### config.mk
export PLATFORM = sky130hd
export DESIGN_NAME = hsv_color_adjust_flat
export DESIGN_NICKNAME = d
export VERILOG_FILES = /design/src/design/hca_pkg.sv /design/src/design/hca_if.sv /design/src/design/hca_front.sv /design/src/design/hca_div_stage.sv /design/src/design/hca_back.sv /design/src/design/hsv_color_adjust.sv /design/src/flat_wrapper.sv
export SDC_FILE = /design/constraint.sdc
export NUM_CORES = 2
export LEC_CHECK = 0
export BUFFER_PORTS_ARGS = -buffer_cell sky130_fd_sc_hd__buf_2
export CAP_MARGIN = 20
export CORE_MARGIN = 10
export CORE_UTILIZATION = 60
export CTS_BUF_LIST = sky130_fd_sc_hd__clkbuf_4 sky130_fd_sc_hd__clkbuf_8
export DETAILED_ROUTE_END_ITERATION = 16
export PLACE_DENSITY = 0.86
export SLEW_MARGIN = 5
export SYNTH_ARGS = -nofsm -noshare
export SYNTH_HDL_FRONTEND = slang
export SYNTH_SLANG_ARGS = --single-unit
export TNS_END_PERCENT = 30
### constraint.sdc
create_clock -name clk -period 18.8 [get_ports clk]
set_input_delay 3.76 -clock clk [delete_from_list [all_inputs] [get_ports clk]]
set_output_delay 3.76 -clock clk [all_outputs]
set_load 0.005 [all_outputs]
### src/design/hca_pkg.sv
// ----------------------------------------------------------------------------
// hca_pkg: shared types and constants for the HSV color adjust pipeline
// Fixed-point formats, divider state, configuration codes and stage structs.
// ----------------------------------------------------------------------------
package hca_pkg;

  localparam int unsigned NUM_STAGES  = 10;
  localparam int unsigned DIV_STAGES  = 4;
  localparam int unsigned DIV_STEPS   = 4;
  localparam int unsigned BACK_STAGES = 5;

  localparam int unsigned CFG_IDX_W  = 8;
  localparam int unsigned CFG_DATA_W = 16;

  localparam logic [CFG_IDX_W-1:0] CFG_HUE_OFFSET = 8'd0;
  localparam logic [CFG_IDX_W-1:0] CFG_SAT_GAIN   = 8'd1;
  localparam logic [CFG_IDX_W-1:0] CFG_VAL_GAIN   = 8'd2;

  localparam logic [15:0] HUE_OFFSET_RST = 16'd0;
  localparam logic [15:0] GAIN_UNITY     = 16'd4096;

  // 1.0 in Q0.16 with a 17-bit magnitude
  localparam logic [16:0] ONE_Q16 = 17'h10000;

  typedef struct packed {
    logic [15:0] hue_offset;
    logic [15:0] sat_gain;
    logic [15:0] val_gain;
  } hca_cfg_t;

  // restoring divider state: remainder, partial quotient, divisor
  typedef struct packed {
    logic [10:0] rem;
    logic [16:0] quot;
    logic [10:0] den;
  } hca_div_t;

  typedef struct packed {
    hca_div_t    sat;
    hca_div_t    hue;
    logic [16:0] val;
    logic [7:0]  alpha;
    logic        last;
  } hca_mid_t;

endpackage

### src/design/hca_if.sv
// ----------------------------------------------------------------------------
// hca_if: stream and configuration channels of the HSV color adjust block
// Valid/ready channels; a transaction moves when valid and ready are high.
// ----------------------------------------------------------------------------
interface hca_pix_in_if;
  logic       valid;
  logic       ready;
  logic [7:0] red_in;
  logic [7:0] green_in;
  logic [7:0] blue_in;
  logic [7:0] alpha_in;
  logic       last_pixel;
  modport source (output valid, red_in, green_in, blue_in, alpha_in, last_pixel,
                  input ready);
  modport sink   (input valid, red_in, green_in, blue_in, alpha_in, last_pixel,
                  output ready);
endinterface

interface hca_pix_out_if;
  logic       valid;
  logic       ready;
  logic [7:0] red_out;
  logic [7:0] green_out;
  logic [7:0] blue_out;
  logic [7:0] alpha_out;
  logic       last_out;
  modport source (output valid, red_out, green_out, blue_out, alpha_out, last_out,
                  input ready);
  modport sink   (input valid, red_out, green_out, blue_out, alpha_out, last_out,
                  output ready);
endinterface

interface hca_cfg_if;
  logic                           valid;
  logic                           ready;
  logic [hca_pkg::CFG_IDX_W-1:0]  index;
  logic [hca_pkg::CFG_DATA_W-1:0] data;
  modport source (output valid, index, data, input ready);
  modport sink   (input valid, index, data, output ready);
endinterface

### src/design/hca_front.sv
// ----------------------------------------------------------------------------
// hca_front: first pipeline stage
// Finds max/min, value, divider operands and the first quotient bit.
// ----------------------------------------------------------------------------
module hca_front (
  input  logic             clk,
  input  logic             load,
  input  logic [7:0]       red,
  input  logic [7:0]       green,
  input  logic [7:0]       blue,
  input  logic [7:0]       alpha,
  input  logic             last,
  output hca_pkg::hca_mid_t mid
);

  logic [7:0]  mx, mn, d;
  logic [10:0] d11, d6, hn, hd, sn, sd;
  logic        sge, hge;
  hca_pkg::hca_mid_t mid_nxt, mid_r;

  always_comb begin
    mx = red;
    if (green > mx) mx = green;
    if (blue > mx) mx = blue;
    mn = red;
    if (green < mn) mn = green;
    if (blue < mn) mn = blue;
    d   = mx - mn;
    d11 = {3'b000, d};
    d6  = {d11[8:0], 2'b00} + {d11[9:0], 1'b0};

    // ties: red beats green, green beats blue
    if (mx == red) begin
      if (green >= blue) hn = {3'b000, green - blue};
      else hn = d6 - {3'b000, blue - green};
    end else if (mx == green) begin
      hn = {d11[9:0], 1'b0} + {3'b000, blue} - {3'b000, red};
    end else begin
      hn = {d11[8:0], 2'b00} + {3'b000, red} - {3'b000, green};
    end
    hd = d6;
    if (d == 8'd0) begin
      hn = 11'd0;
      hd = 11'd1;
    end

    sn = d11;
    sd = {3'b000, mx};
    if (mx == 8'd0) begin
      sn = 11'd0;
      sd = 11'd1;
    end

    sge = (sn >= sd);
    hge = (hn >= hd);
    mid_nxt.sat.rem  = sge ? sn - sd : sn;
    mid_nxt.sat.quot = {16'd0, sge};
    mid_nxt.sat.den  = sd;
    mid_nxt.hue.rem  = hge ? hn - hd : hn;
    mid_nxt.hue.quot = {16'd0, hge};
    mid_nxt.hue.den  = hd;
    // ceil(mx * 65536 / 255) = mx * 257 + (mx != 0)
    mid_nxt.val   = {1'b0, mx, mx} + {16'd0, mx != 8'd0};
    mid_nxt.alpha = alpha;
    mid_nxt.last  = last;
  end

  always_ff @(posedge clk) begin
    if (load) mid_r <= mid_nxt;
  end

  assign mid = mid_r;

endmodule

### src/design/hca_div_stage.sv
// ----------------------------------------------------------------------------
// hca_div_stage: one stage of the pipelined restoring dividers
// Retires four quotient bits of both the saturation and hue divisions.
// ----------------------------------------------------------------------------
module hca_div_stage (
  input  logic              clk,
  input  logic              load,
  input  hca_pkg::hca_mid_t mid_in,
  output hca_pkg::hca_mid_t mid_out
);

  hca_pkg::hca_mid_t mid_nxt, mid_r;

  function automatic hca_pkg::hca_div_t div_steps(input hca_pkg::hca_div_t s);
    hca_pkg::hca_div_t w;
    logic [11:0]       t;
    w = s;
    for (int k = 0; k < hca_pkg::DIV_STEPS; k++) begin
      t = {w.rem, 1'b0};
      if (t >= {1'b0, w.den}) begin
        w.rem  = 11'(t - {1'b0, w.den});
        w.quot = {w.quot[15:0], 1'b1};
      end else begin
        w.rem  = t[10:0];
        w.quot = {w.quot[15:0], 1'b0};
      end
    end
    return w;
  endfunction

  always_comb begin
    mid_nxt     = mid_in;
    mid_nxt.sat = div_steps(mid_in.sat);
    mid_nxt.hue = div_steps(mid_in.hue);
  end

  always_ff @(posedge clk) begin
    if (load) mid_r <= mid_nxt;
  end

  assign mid_out = mid_r;

endmodule

### src/design/hca_back.sv
// ----------------------------------------------------------------------------
// hca_back: HSV adjust and HSV-to-RGB stages
// Hue shift, gain with clamp, chroma, sector blend and byte conversion.
// ----------------------------------------------------------------------------
module hca_back (
  input  logic                           clk,
  input  logic [hca_pkg::BACK_STAGES-1:0] load,
  input  hca_pkg::hca_cfg_t              cfg,
  input  hca_pkg::hca_mid_t              mid,
  output logic [7:0]                     red,
  output logic [7:0]                     green,
  output logic [7:0]                     blue,
  output logic [7:0]                     alpha,
  output logic                           last
);

  // stage F
  logic [15:0] f_h_r;
  logic [32:0] f_ps_r, f_pv_r;
  logic [7:0]  f_a_r;
  logic        f_l_r;
  // stage G
  logic [15:0] g_h_r;
  logic [16:0] g_s_r, g_v_r, g_s_nxt, g_v_nxt;
  logic [7:0]  g_a_r;
  logic        g_l_r;
  // stage H
  logic [16:0] h_c_r, h_v_r;
  logic [2:0]  h_sec_r;
  logic [15:0] h_f_r;
  logic [7:0]  h_a_r;
  logic        h_l_r;
  logic [33:0] h_cp;
  logic [18:0] h_p;
  // stage I
  logic [16:0] i_x_r, i_c_r, i_m_r, i_fx;
  logic [33:0] i_xp;
  logic [2:0]  i_sec_r;
  logic [7:0]  i_a_r;
  logic        i_l_r;
  // stage J
  logic [16:0] j_q0, j_q1, j_q2;
  logic [7:0]  j_r_r, j_g_r, j_b_r, j_a_r, j_r_nxt, j_g_nxt, j_b_nxt;
  logic        j_l_r;

  function automatic logic [7:0] to_byte(input logic [16:0] q);
    logic [24:0] p;
    p = {q, 8'd0} - {8'd0, q};
    return p[23:16];
  endfunction

  always_ff @(posedge clk) begin
    if (load[0]) begin
      f_h_r  <= mid.hue.quot[15:0] + cfg.hue_offset;
      f_ps_r <= mid.sat.quot * cfg.sat_gain;
      f_pv_r <= mid.val * cfg.val_gain;
      f_a_r  <= mid.alpha;
      f_l_r  <= mid.last;
    end
  end

  always_comb begin
    g_s_nxt = (f_ps_r[32:12] > {4'd0, hca_pkg::ONE_Q16}) ? hca_pkg::ONE_Q16 : f_ps_r[28:12];
    g_v_nxt = (f_pv_r[32:12] > {4'd0, hca_pkg::ONE_Q16}) ? hca_pkg::ONE_Q16 : f_pv_r[28:12];
  end

  always_ff @(posedge clk) begin
    if (load[1]) begin
      g_h_r <= f_h_r;
      g_s_r <= g_s_nxt;
      g_v_r <= g_v_nxt;
      g_a_r <= f_a_r;
      g_l_r <= f_l_r;
    end
  end

  assign h_cp = g_v_r * g_s_r;
  assign h_p  = {1'b0, g_h_r, 2'b00} + {2'b00, g_h_r, 1'b0};

  always_ff @(posedge clk) begin
    if (load[2]) begin
      h_c_r   <= h_cp[32:16];
      h_v_r   <= g_v_r;
      h_sec_r <= h_p[18:16];
      h_f_r   <= h_p[15:0];
      h_a_r   <= g_a_r;
      h_l_r   <= g_l_r;
    end
  end

  // falling edge of the sector uses 1 - F
  assign i_fx = h_sec_r[0] ? hca_pkg::ONE_Q16 - {1'b0, h_f_r} : {1'b0, h_f_r};
  assign i_xp = h_c_r * i_fx;

  always_ff @(posedge clk) begin
    if (load[3]) begin
      i_x_r   <= i_xp[32:16];
      i_c_r   <= h_c_r;
      i_m_r   <= h_v_r - h_c_r;
      i_sec_r <= h_sec_r;
      i_a_r   <= h_a_r;
      i_l_r   <= h_l_r;
    end
  end

  always_comb begin
    case (i_sec_r)
      3'd0: begin j_q0 = i_c_r; j_q1 = i_x_r; j_q2 = 17'd0; end
      3'd1: begin j_q0 = i_x_r; j_q1 = i_c_r; j_q2 = 17'd0; end
      3'd2: begin j_q0 = 17'd0; j_q1 = i_c_r; j_q2 = i_x_r; end
      3'd3: begin j_q0 = 17'd0; j_q1 = i_x_r; j_q2 = i_c_r; end
      3'd4: begin j_q0 = i_x_r; j_q1 = 17'd0; j_q2 = i_c_r; end
      default: begin j_q0 = i_c_r; j_q1 = 17'd0; j_q2 = i_x_r; end
    endcase
    j_r_nxt = to_byte(j_q0 + i_m_r);
    j_g_nxt = to_byte(j_q1 + i_m_r);
    j_b_nxt = to_byte(j_q2 + i_m_r);
  end

  always_ff @(posedge clk) begin
    if (load[4]) begin
      j_r_r <= j_r_nxt;
      j_g_r <= j_g_nxt;
      j_b_r <= j_b_nxt;
      j_a_r <= i_a_r;
      j_l_r <= i_l_r;
    end
  end

  assign red   = j_r_r;
  assign green = j_g_r;
  assign blue  = j_b_r;
  assign alpha = j_a_r;
  assign last  = j_l_r;

endmodule

### src/design/hsv_color_adjust.sv
// ----------------------------------------------------------------------------
// hsv_color_adjust: RGBA pixel adjustment in HSV space
// Ten-stage pipeline: hue shift, saturation and value gains, back to RGB.
// ----------------------------------------------------------------------------
// The block takes one RGBA pixel per clock and returns one adjusted pixel
// per clock while the output is not stalled, with alpha and the
// last-pixel mark carried along. Stage one finds max, min and value; four
// divider stages resolve saturation and hue at four quotient bits each;
// five stages shift hue, apply the gains with a clamp at 1.0 and rebuild
// RGB. Every stage holds its own valid bit, so a stall at the output fills
// empty slots first and the input keeps accepting until the pipe is full.
// Configuration writes are always accepted and should be issued only
// while no pixel is in flight.
// ----------------------------------------------------------------------------
module hsv_color_adjust (
  input logic          clk,
  input logic          rst_n,
  hca_pix_in_if.sink   in_ch,
  hca_pix_out_if.source out_ch,
  hca_cfg_if.sink      cfg_ch
);

  logic [hca_pkg::NUM_STAGES-1:0] v_r, v_nxt, load;
  hca_pkg::hca_cfg_t cfg_r, cfg_nxt;
  hca_pkg::hca_mid_t mid [hca_pkg::DIV_STAGES+1];

  // Configuration registers: ignore writes beyond the last index.
  assign cfg_ch.ready = 1'b1;

  always_comb begin
    cfg_nxt = cfg_r;
    if (cfg_ch.valid) begin
      unique case (cfg_ch.index)
        hca_pkg::CFG_HUE_OFFSET: cfg_nxt.hue_offset = cfg_ch.data;
        hca_pkg::CFG_SAT_GAIN:   cfg_nxt.sat_gain   = cfg_ch.data;
        hca_pkg::CFG_VAL_GAIN:   cfg_nxt.val_gain   = cfg_ch.data;
        default: ;
      endcase
    end
  end

  always_ff @(posedge clk) begin
    if (!rst_n) begin
      cfg_r.hue_offset <= hca_pkg::HUE_OFFSET_RST;
      cfg_r.sat_gain   <= hca_pkg::GAIN_UNITY;
      cfg_r.val_gain   <= hca_pkg::GAIN_UNITY;
    end else begin
      cfg_r <= cfg_nxt;
    end
  end

  // A stage loads when it is empty or its content advances downstream.
  always_comb begin
    load[hca_pkg::NUM_STAGES-1] = !v_r[hca_pkg::NUM_STAGES-1] || out_ch.ready;
    for (int i = hca_pkg::NUM_STAGES - 2; i >= 0; i--) begin
      load[i] = !v_r[i] || load[i+1];
    end
    v_nxt = v_r;
    if (load[0]) v_nxt[0] = in_ch.valid;
    for (int i = 1; i < hca_pkg::NUM_STAGES; i++) begin
      if (load[i]) v_nxt[i] = v_r[i-1];
    end
  end

  always_ff @(posedge clk) begin
    if (!rst_n) begin
      v_r <= '0;
    end else begin
      v_r <= v_nxt;
    end
  end

  assign in_ch.ready  = load[0];
  assign out_ch.valid = v_r[hca_pkg::NUM_STAGES-1];

  hca_front u_front (
    .clk   (clk),
    .load  (load[0]),
    .red   (in_ch.red_in),
    .green (in_ch.green_in),
    .blue  (in_ch.blue_in),
    .alpha (in_ch.alpha_in),
    .last  (in_ch.last_pixel),
    .mid   (mid[0])
  );

  for (genvar s = 0; s < hca_pkg::DIV_STAGES; s++) begin : g_div
    hca_div_stage u_div (
      .clk     (clk),
      .load    (load[s+1]),
      .mid_in  (mid[s]),
      .mid_out (mid[s+1])
    );
  end

  hca_back u_back (
    .clk   (clk),
    .load  (load[hca_pkg::NUM_STAGES-1:hca_pkg::DIV_STAGES+1]),
    .cfg   (cfg_r),
    .mid   (mid[hca_pkg::DIV_STAGES]),
    .red   (out_ch.red_out),
    .green (out_ch.green_out),
    .blue  (out_ch.blue_out),
    .alpha (out_ch.alpha_out),
    .last  (out_ch.last_out)
  );

endmodule

### src/flat_wrapper.sv
// flat-port wrapper written by rule: the top's interface ports become plain ports
module hsv_color_adjust_flat 
  (clk, rst_n, in_ch_valid, in_ch_red_in, in_ch_green_in, in_ch_blue_in, in_ch_alpha_in, in_ch_last_pixel, in_ch_ready, out_ch_valid, out_ch_red_out, out_ch_green_out, out_ch_blue_out, out_ch_alpha_out, out_ch_last_out, out_ch_ready, cfg_ch_valid, cfg_ch_index, cfg_ch_data, cfg_ch_ready);
  hca_pix_in_if in_ch_i ();
  hca_pix_out_if out_ch_i ();
  hca_cfg_if cfg_ch_i ();
  input logic clk;
  input logic rst_n;
  input wire logic [$bits(in_ch_i.valid)-1:0] in_ch_valid;
  input wire logic [$bits(in_ch_i.red_in)-1:0] in_ch_red_in;
  input wire logic [$bits(in_ch_i.green_in)-1:0] in_ch_green_in;
  input wire logic [$bits(in_ch_i.blue_in)-1:0] in_ch_blue_in;
  input wire logic [$bits(in_ch_i.alpha_in)-1:0] in_ch_alpha_in;
  input wire logic [$bits(in_ch_i.last_pixel)-1:0] in_ch_last_pixel;
  output wire logic [$bits(in_ch_i.ready)-1:0] in_ch_ready;
  output wire logic [$bits(out_ch_i.valid)-1:0] out_ch_valid;
  output wire logic [$bits(out_ch_i.red_out)-1:0] out_ch_red_out;
  output wire logic [$bits(out_ch_i.green_out)-1:0] out_ch_green_out;
  output wire logic [$bits(out_ch_i.blue_out)-1:0] out_ch_blue_out;
  output wire logic [$bits(out_ch_i.alpha_out)-1:0] out_ch_alpha_out;
  output wire logic [$bits(out_ch_i.last_out)-1:0] out_ch_last_out;
  input wire logic [$bits(out_ch_i.ready)-1:0] out_ch_ready;
  input wire logic [$bits(cfg_ch_i.valid)-1:0] cfg_ch_valid;
  input wire logic [$bits(cfg_ch_i.index)-1:0] cfg_ch_index;
  input wire logic [$bits(cfg_ch_i.data)-1:0] cfg_ch_data;
  output wire logic [$bits(cfg_ch_i.ready)-1:0] cfg_ch_ready;
  assign in_ch_i.valid = in_ch_valid;
  assign in_ch_i.red_in = in_ch_red_in;
  assign in_ch_i.green_in = in_ch_green_in;
  assign in_ch_i.blue_in = in_ch_blue_in;
  assign in_ch_i.alpha_in = in_ch_alpha_in;
  assign in_ch_i.last_pixel = in_ch_last_pixel;
  assign in_ch_ready = in_ch_i.ready;
  assign out_ch_valid = out_ch_i.valid;
  assign out_ch_red_out = out_ch_i.red_out;
  assign out_ch_green_out = out_ch_i.green_out;
  assign out_ch_blue_out = out_ch_i.blue_out;
  assign out_ch_alpha_out = out_ch_i.alpha_out;
  assign out_ch_last_out = out_ch_i.last_out;
  assign out_ch_i.ready = out_ch_ready;
  assign cfg_ch_i.valid = cfg_ch_valid;
  assign cfg_ch_i.index = cfg_ch_index;
  assign cfg_ch_i.data = cfg_ch_data;
  assign cfg_ch_ready = cfg_ch_i.ready;
  hsv_color_adjust u_core (.clk(clk), .rst_n(rst_n), .in_ch(in_ch_i), .out_ch(out_ch_i), .cfg_ch(cfg_ch_i));
endmodule
==> impl_metrics.ini <==
[logic_synthesis]
synth_top_area_cell = edfxtp_1
yosysMostFrequentCell = inv_1
synth_top_cell_area_share = 0.245
ys_types = 101
synth_seq_cells = 720
synth_area_per_cell_um2 = 9.76
yosys-top-cells-area = edfxtp_1 24%, fa_1 22%, ha_1 14%
synth_edf_count = 662
ys_seq_area_frac = 0.259
netlist_area_um2 = 81200
synth_cells = 8317
synthFlopType = edfxtp_1
async_flop_share = 0
synth_common_cells = 1345 x inv_1, 988 x nand2_1, 925 x ha_1
yosysWarningCount = 0
synth_nets = 10181

[timing]
post-route-period-util = 0.738
rsz0062_at_grt = false
fmax_ghz = 0.0721
whs_ps = 404
fin_skew_ps = 45.0
max_slew.worst_pin.slew_ps = 1100
hold_viol_final = 0
fin_crit_ps = 13870
finalSetupViolations = 0
relSlewSlack = 0.263
tns_ps = 0
drv_slew = 0

[final_layout]
final_cell_count_no_fill = 10205
drive_above_1_share = 0.0626
nFillCells = 10034
multi_input_comb_area_um2 = 54200
fin_nets = 10201
regArea_um2 = 21000
synthToLayoutAreaGrowth_pct = 5.84

[flow_run]
cap_violations = 0

[grt]
overflow = 0
grt_pass1_wl_mm = 325
grt_pass1_vias = 63980
antenna_found_initial = 16
track_usage = 0.265
grt_max_degree = 77

[min_path]
hp-class = reg2reg

[worst_setup_path]
cp_max_fo = 15
slowest_stage = o21ai_1
critical_path_class = in2reg
startpoint_type = input port
endpoint_kind = flip-flop
cp_data_arrival_time_ps = 14450
critPathMostFrequentCell = ha_1
cp_slowest_stage_delay_ps = 870
required_ps = 19380

[run_status]
status = finished, final reports clean

[routing]
drtAntennaViolNets = 0
dr.pass1.iters = 6
post_drt_via_cell_ratio = 5.87
wl_per_cell_um = 19.7
dr_total_vias = 59914
dr.first_iter.drc_count = 4537
drcViolationCount = 0
wl_mm = 201

[die]
die_area_um2 = 150000
io_pins = 98
coreArea_um2 = 134000
fp.dieH_um = 388
die_w_um = 388
initial_utilization = 0.606
rows = 134

[cts]
hold_buffers = 0
numCtsBuffers = 119
ctsResizeCount = 0
root_buffer = clkbuf_8
cts.clk_slew.worst_paths_ps = 70
clockBufferDepth = 3
post_cts_buffers = 0
worstSkewPairLatency_ps = 850
cts_tree = built
htree_levels = 3
cts.sinks = 720

[placement]
io_buffer_count = 96
dpl.hpwl_mm = 157
gp_congestion = 0.945
dp_cells = 9984
## state kept, by name (all words and copies together), names as in the netlist, 21 cells and up
register,count
u_core.u_front.mid,68
u_core.g_div.u_div.mid_out,311
u_core.u_back.f_ps_r,21
u_core.u_back.f_pv_r,21
u_core.cfg_r,48
## cell families (layout without fill, tap and decap cells)
kind of cell	Yosys count	after routing	synth area share
compound gates	1227	1227	0.100
xor+xnor	414	414	0.0452
fa+ha+maj	1802	1802	0.359
buf+inv	1609	1726	0.0748
flops	720	720	0.259
mux	180	180	0.0239
other cells	1	4	0.0000462
simple gates	2364	2364	0.138
## per-layer routing
| layer | up-vias | global-route usage | part of all wire |
|---|---|---|---|
| met1 | 29280 | 0.306 | 0.37 |
| met4 | 20 | 0.138 | 0.056 |
| met3 | 704 | 0.0500 | 0.076 |
| met2 | 2553 | 0.465 | 0.49 |
| met5 | - | 0 | 0.00062 |
| li1 | 27357 | - | - |
## layout by cell type, fill, tap and decap left out, types with 96 or more instances in the layout
cell type,synthesis,routed
mux2_2,103,103
and2_1,423,423
edfxtp_1,662,662
nor2_1,413,413
clkbuf_8,0,128
o21ai_0,235,235
o21a_1,152,152
a21oi_1,287,287
inv_1,1345,1339
xor2_1,124,123
a21o_1,171,171
fa_1,877,877
nor3_1,131,128
xnor2_1,287,287
ha_1,925,925
nor2b_1,97,97
buf_2,8,96
nand2_1,988,985
## metrics by stage
step	instance area (um2)	setup slack (ps)	utilization
2_1_floorplan	81200	6240	-
3_3_place_gp	83400	4580	0.623
3_5_place_dp	83400	4330	0.623
4_1_cts	85900	5200	0.642
5_1_grt	86000	4160	0.642
6_report	86000	4930	0.642
## worst max-delay path: cells and delay by family
| kind | cells | cell delay (ps) |
|---|---|---|
| multiplexers | 1 | 440 |
| XOR/XNOR | 3 | 750 |
| buffers and inverters | 5 | 670 |
| adder cells (fa/ha/maj) | 6 | 2080 |
| AND/OR/NAND/NOR | 9 | 2430 |
| AO/OA/AOI/OAI | 14 | 4290 |
## path summary, 6_finish.rpt
path / start / endpoint / slack (ps) / depth (start not counted)
min: u_core.u_front.mid[12] / u_core.g_div[0].u_div.mid_out[12] / 400 / 0
max reg2reg: u_core.g_div[0].u_div.mid_out[26] / u_core.g_div[1].u_div.mid_out[56] / 6220 / 56
min reg2reg: u_core.u_front.mid[12] / u_core.g_div[0].u_div.mid_out[12] / 400 / 0
max: in_ch_green_in[1] / u_core.u_front.mid[64] / 4930 / 38
## final cells by class
cell class,count,share of cell area
diodes,3,0.0000873
clock buffers,154,0.0228
clock inverters,64,0.00677
inverters,1355,0.0592
multi-input cells,5988,0.630
flip-flops and latches,720,0.245
well taps,1768,0.0257
repair buffers,153,0.0106
Power is not shown: default switching activity piles up to over one toggle a cycle in this logic, so the estimate is an artifact.
